===== config.mk =====
export PLATFORM = sky130hd
export DESIGN_NAME = rtc_alarm_crossing_unit_core
export DESIGN_NICKNAME = d
export VERILOG_FILES = /design/src/rtl/core/rtcac_pkg.sv /design/src/rtl/core/rtcac_eval.sv /design/src/rtl/core/rtc_alarm_crossing_unit_core.sv
export SDC_FILE = /design/constraint.sdc
export NUM_CORES = 1
export LEC_CHECK = 0
export ABC_AREA = 1
export BUFFER_PORTS_ARGS = -buffer_cell sky130_fd_sc_hd__buf_2
export CORE_ASPECT_RATIO = 0.5
export CORE_MARGIN = 2
export CORE_UTILIZATION = 44
export CTS_CLUSTER_DIAMETER = 150
export DETAILED_ROUTE_END_ITERATION = 10
export PLACE_DENSITY = 0.69
export SYNTH_ARGS = -nofsm -noshare
export SYNTH_HDL_FRONTEND = slang
export SYNTH_SLANG_ARGS = --single-unit
export TNS_END_PERCENT = 5

===== constraint.sdc =====
create_clock -name i_clk -period 7.57 [get_ports i_clk]
set_clock_uncertainty 0.15 [all_clocks]
set_input_delay 1.514 -clock i_clk [delete_from_list [all_inputs] [get_ports i_clk]]
set_output_delay 1.514 -clock i_clk [all_outputs]
set_load 0.05 [all_outputs]

===== src/rtl/core/rtcac_pkg.sv =====
// ----------------------------------------------------------------------------
// rtcac_pkg
// shared types and codes for the rtc alarm crossing unit
// ----------------------------------------------------------------------------
`default_nettype none

package rtcac_pkg;

    // command codes
    localparam logic [2:0] CMD_OBSERVE    = 3'd0;
    localparam logic [2:0] CMD_SET_ALARM  = 3'd1;
    localparam logic [2:0] CMD_SET_ENABLE = 3'd2;
    localparam logic [2:0] CMD_NOTIFY     = 3'd3;
    localparam logic [2:0] CMD_READ       = 3'd4;
    localparam logic [2:0] CMD_RESET      = 3'd5;

    // status codes
    localparam logic [1:0] ST_OK        = 2'd0;
    localparam logic [1:0] ST_NONE      = 2'd1;
    localparam logic [1:0] ST_TOO_SMALL = 2'd2;

    // bus widths
    localparam int IN_DATA_W  = 152;
    localparam int IN_USER_W  = 3;
    localparam int OUT_DATA_W = 80;

    typedef struct packed {
        logic [2:0]  command;
        logic [63:0] new_alarm_time;
        logic        enable_value;
        logic [63:0] reading;
        logic [15:0] capacity;
    } t_item;

    typedef struct packed {
        logic [1:0]  status;
        logic [63:0] alarm_time_out;
        logic        enabled_out;
        logic        pending_out;
        logic [7:0]  written_length;
    } t_result;

    typedef struct packed {
        logic [63:0] alarm_target;
        logic [63:0] prior_reading;
        logic        armed;
        logic        alarm_pending;
        logic        reading_seen;
    } t_state;

endpackage

`default_nettype wire


===== src/rtl/core/rtcac_eval.sv =====
// ----------------------------------------------------------------------------
// rtcac_eval
// next alarm state and result word for one command
// ----------------------------------------------------------------------------
`default_nettype none

module rtcac_eval #(
    parameter int NOTIF_BYTES = 16
) (
    input  wire rtcac_pkg::t_item   i_item,
    input  wire rtcac_pkg::t_state  i_state,
    output rtcac_pkg::t_state       o_state,
    output rtcac_pkg::t_result      o_result
);

    logic w_rd_ge_target;
    logic w_rd_ge_new;
    logic w_prior_lt_target;
    logic w_cap_ok;

    assign w_rd_ge_target    = i_item.reading >= i_state.alarm_target;
    assign w_rd_ge_new       = i_item.reading >= i_item.new_alarm_time;
    assign w_prior_lt_target = i_state.prior_reading < i_state.alarm_target;
    assign w_cap_ok          = i_item.capacity >= 16'(NOTIF_BYTES);

    always_comb begin
        o_state  = i_state;
        o_result = '0;
        case (i_item.command)
            rtcac_pkg::CMD_OBSERVE: begin
                // armed crossing: reading >= target, prior below or unseen
                if (i_state.armed && w_rd_ge_target &&
                    (!i_state.reading_seen || w_prior_lt_target)) begin
                    o_state.alarm_pending = 1'b1;
                end
                o_state.prior_reading = i_item.reading;
                o_state.reading_seen  = 1'b1;
            end
            rtcac_pkg::CMD_SET_ALARM: begin
                o_state.alarm_target  = i_item.new_alarm_time;
                o_state.armed         = i_item.enable_value;
                o_state.alarm_pending = i_item.enable_value && w_rd_ge_new;
                o_state.prior_reading = i_item.reading;
                o_state.reading_seen  = 1'b1;
            end
            rtcac_pkg::CMD_SET_ENABLE: begin
                o_state.armed = i_item.enable_value;
                if (!i_item.enable_value) begin
                    o_state.alarm_pending = 1'b0;
                end else begin
                    o_state.alarm_pending = w_rd_ge_target;
                    o_state.prior_reading = i_item.reading;
                    o_state.reading_seen  = 1'b1;
                end
            end
            rtcac_pkg::CMD_NOTIFY: begin
                if (!i_state.alarm_pending) begin
                    o_result.status = rtcac_pkg::ST_NONE;
                end else if (!w_cap_ok) begin
                    o_result.status = rtcac_pkg::ST_TOO_SMALL;
                end else begin
                    o_state.alarm_pending   = 1'b0;
                    o_result.written_length = 8'(NOTIF_BYTES);
                end
            end
            rtcac_pkg::CMD_READ: begin
                o_result.alarm_time_out = i_state.alarm_target;
                o_result.enabled_out    = i_state.armed;
            end
            rtcac_pkg::CMD_RESET: begin
                o_state = '0;
            end
            default: begin
                // unused codes leave everything alone
            end
        endcase
        o_result.pending_out = o_state.alarm_pending;
    end

endmodule

`default_nettype wire


===== src/rtl/core/rtc_alarm_crossing_unit_core.sv =====
// ----------------------------------------------------------------------------
// rtc_alarm_crossing_unit_core - alarm comparator for a real-time clock
// path: command word taken into the input register, result word then loaded
// into the result register (compare logic in between)
// throughput: one command per cycle, single compare stage, unless stalled
// reset: synchronous active low, clears both valid flags and all alarm state
// ----------------------------------------------------------------------------
`default_nettype none

module rtc_alarm_crossing_unit_core #(
    parameter int NOTIF_BYTES = 16
) (
    input  wire         i_clk,
    input  wire         i_rst_n,

    // command stream
    input  wire         s_axis_tvalid,
    output logic        s_axis_tready,
    // new_alarm_time[63:0], enable_value[64], reading[128:65],
    // capacity[144:129], zero pad[151:145]
    input  wire [rtcac_pkg::IN_DATA_W-1:0]  s_axis_tdata,
    // command[2:0]
    input  wire [rtcac_pkg::IN_USER_W-1:0]  s_axis_tuser,

    // result stream
    output logic        m_axis_tvalid,
    input  wire         m_axis_tready,
    // status[1:0], alarm_time_out[65:2], enabled_out[66], pending_out[67],
    // written_length[75:68], zero pad[79:76]
    output logic [rtcac_pkg::OUT_DATA_W-1:0] m_axis_tdata
);

    // pipeline: input register -> compare/update logic -> result register
    logic                 r_in_valid;
    rtcac_pkg::t_item     r_in;
    logic                 r_out_valid;
    rtcac_pkg::t_result   r_out;
    rtcac_pkg::t_state    r_state;

    rtcac_pkg::t_state    n_state;
    rtcac_pkg::t_result   n_out;
    rtcac_pkg::t_item     w_item;
    logic                 w_advance;

    // result register frees up when empty or being drained this cycle
    assign w_advance     = !r_out_valid || m_axis_tready;
    // input register takes a word when empty or when its word moves on
    assign s_axis_tready = !r_in_valid || w_advance;

    // unpack the command word
    always_comb begin
        w_item.command        = s_axis_tuser;
        w_item.new_alarm_time = s_axis_tdata[63:0];
        w_item.enable_value   = s_axis_tdata[64];
        w_item.reading        = s_axis_tdata[128:65];
        w_item.capacity       = s_axis_tdata[144:129];
    end

    always_ff @(posedge i_clk) begin
        if (!i_rst_n) begin
            r_in_valid <= 1'b0;
        end else if (s_axis_tready) begin
            r_in_valid <= s_axis_tvalid;
        end
    end

    // payload needs no reset
    always_ff @(posedge i_clk) begin
        if (s_axis_tready && s_axis_tvalid) begin
            r_in <= w_item;
        end
    end

    rtcac_eval #(
        .NOTIF_BYTES (NOTIF_BYTES)
    ) u_eval (
        .i_item   (r_in),
        .i_state  (r_state),
        .o_state  (n_state),
        .o_result (n_out)
    );

    // alarm state moves only when a command leaves the input register
    always_ff @(posedge i_clk) begin
        if (!i_rst_n) begin
            r_state     <= '0;
            r_out_valid <= 1'b0;
        end else if (w_advance) begin
            r_out_valid <= r_in_valid;
            if (r_in_valid) begin
                r_state <= n_state;
            end
        end
    end

    always_ff @(posedge i_clk) begin
        if (w_advance && r_in_valid) begin
            r_out <= n_out;
        end
    end

    assign m_axis_tvalid = r_out_valid;
    assign m_axis_tdata  = {4'b0000, r_out.written_length, r_out.pending_out,
                            r_out.enabled_out, r_out.alarm_time_out, r_out.status};

endmodule

`default_nettype wire


==> results.ini <==
[cells_and_area]
stdcell_area_um2=19000
drive_above_1_share_pct=15.7
final_cell_mix=371 x nand2_1, 219 x a21oi_1, 218 x buf_2, 213 x edfxtp_1, 191 x ha_1
layout.nets=2230
areaGrowthSynthToFinish_pct=15.8
multi_input_area_um2=6370
regArea_um2=9060
num-fill-cells=3305
layout_commonest_cell=nand2_1

[floorplan]
die_area_um2=38900
die_h_um=141
start_util_pct=45.2
coreArea_um2=36300
rows=49
fp.dieW_um=277
io_pins=241

[routing]
drc=0
ant_nets=0
totalWireLength_um=38300
drt_pre_antenna_iters=5
viasPerCell=4.96
drt_iter0_markers=794
wl_per_cell_um=16.0
via_count=11876

[logic_synthesis]
netlist-cell-type-count=33
ys_warn_count=0
synthSimpleGateAreaFrac_pct=15.9
syn_avg_cell_area_um2=9.80
synthFlopType=edfxtp_1
synthAdderAreaFrac_pct=14.6
synth-seq-cells=346
ys_seq_area_share_pct=55.2
synth_compound_gate_area_share_pct=8.03
synthMuxAreaShare_pct=0
synth.cell_area_um2=16400
synth_cells=1673
synth_top_family_by_area=simple AND/OR/NAND/NOR gates
synthArstFlopShare_pct=0
synthXorXnorAreaFrac_pct=0
synth_edf_count=213

[timing]
slew_headroom_pct=27.8
setup-tns-final_ns=0
setup_violations=0
tightest_slew_ns=1.08
maxSlewViolCount=0
hold_viol_final=0
max_freq_mhz=262
min_period_ns=3.81
rsz0062_at_grt=no
min_period_over_period_pct=50.4

[placed_design]
io_buffer_count=218
routabilityCongestion=0.808
place_hpwl_um=26500
dpl-instance-area_um2=17900

[setup_path]
cp.arrival_ns=2.15
worst_r2r_path_depth=7
cp_max_fo=3
critPathCaptureType=output port
criticalPathCategory=primary input to output port
setup.worst_path.start_class=primary input
cp_data_required_time_ns=5.91

[cts]
path_clk_slew_ns=0.06
tritoncts=done
clock_latency_ns=0.51
hold_buffers=0
h-tree-depth=2
cts_made_buffers=34
cts.repair.resized=0
post_cts_buffers=0
clock_sinks=346
clockRootBuffer=clkbuf_16
cts_buffer_depth=3

[global_route]
antenna_found_initial=4
grt_pass1_vias=11675
grt_overflow_total=0
grt_util_all_layers_pct=19.6
grt_pass1_wl_um=60600
grt_start_max_net_pins=92

[pwr]
ir_drop_mv=0.155
p_total_mw=4.27
power_density_nw_per_um2=225
leakage_nw=7.87

[min_path]
hold_path_depth=2
hold_path.class=flop to flop

[status]
outcome=completed

[run]
drv_cap=0

registers in the layout, indices dropped and copies added (netlist names):
signal / count
r_state: 131
r_in_valid: 1
m_axis_tvalid: 1
m_axis_tdata: 69
r_in: 144
power by group:
group	leakage, nW	internal (mW)	switching [mW]
sequential	3.15	2.08	0.0460
combinational	4.19	0.142	0.293
clock	0.530	0.979	0.725
area by class of cell:
cell class                      instances  share of cell area [%]
Clock buffer                           47                    4.95
Timing Repair Buffer                  226                    6.06
Multi-Input combinational cell       1088                    33.5
Antenna cell                            4                  0.0527
Inverter                              184                    3.68
Sequential cell                       346                    47.7
Clock inverter                         14                   0.830
Tap cell                              484                    3.19
cells by family (layout without fill, tap and decap cells):
| logic type | count (synthesis) | count (layout) |
|---|---|---|
| AND/OR/NAND/NOR | 628 | 628 |
| AO/OA/AOI/OAI | 258 | 258 |
| buffers and inverters | 249 | 471 |
| other | 1 | 15 |
| flip-flops | 346 | 346 |
| adder cells (fa/ha/maj) | 191 | 191 |
synthesized netlist by cell type (4+ instances only):
| library cell | instances | area share (%) |
|---|---|---|
| nor2_2 | 5 | 0.19 |
| o21ai_1 | 4 | 0.12 |
| inv_1 | 177 | 4.1 |
| nor2_1 | 121 | 2.8 |
| buf_1 | 6 | 0.14 |
| o21a_1 | 6 | 0.27 |
| nand4_1 | 14 | 0.53 |
| edfxtp_1 | 213 | 39 |
| nor4_1 | 6 | 0.23 |
| buf_2 | 7 | 0.21 |
| nand2_1 | 375 | 8.6 |
| clkbuf_1 | 29 | 0.66 |
| nand3_1 | 88 | 2.7 |
| ha_1 | 191 | 15 |
| inv_2 | 7 | 0.16 |
| buf_4 | 23 | 1.1 |
| dfxtp_1 | 133 | 16 |
| a21oi_1 | 219 | 6.7 |
| o21ai_0 | 24 | 0.73 |
| nor3_1 | 8 | 0.24 |
path summary, 6_finish.rpt:
kind / from / to / slack (ns)
worst max-delay path: m_axis_tready / s_axis_tready / 3.76
worst max register to register: r_in_valid / r_state[99] / 4.68
worst min register to register: r_state[68] / r_state[68] / 0.31
worst min-delay path: r_state[68] / r_state[68] / 0.31
through the flow:
step,hold WS [ns],util [%],std cells,worst slack [ns]
final,0.312,52.3,2393,3.76
after global routing,0.324,52.3,2393,3.71
after CTS,0.314,52.3,2389,3.75
after detailed placement,0.305,49.3,2328,3.40
after global placement,0.301,49.3,2328,3.47
after floorplan,0.294,-,1683,2.06
worst max-delay path, stage by stage:
cell	delay, ns
buf_2	0.10
nor2_2	0.18
nand2_1	0.12
buf_2	0.23
per-layer routing:
layer	vias up	track usage (%)	share of wire [%]
li1	6054	-	-
met1	5571	25.7	45
met2	186	33.9	49
met3	65	2.82	3.5
met4	0	5.61	2.3
met5	-	0	0
Power figures use the tool's default switching activity.
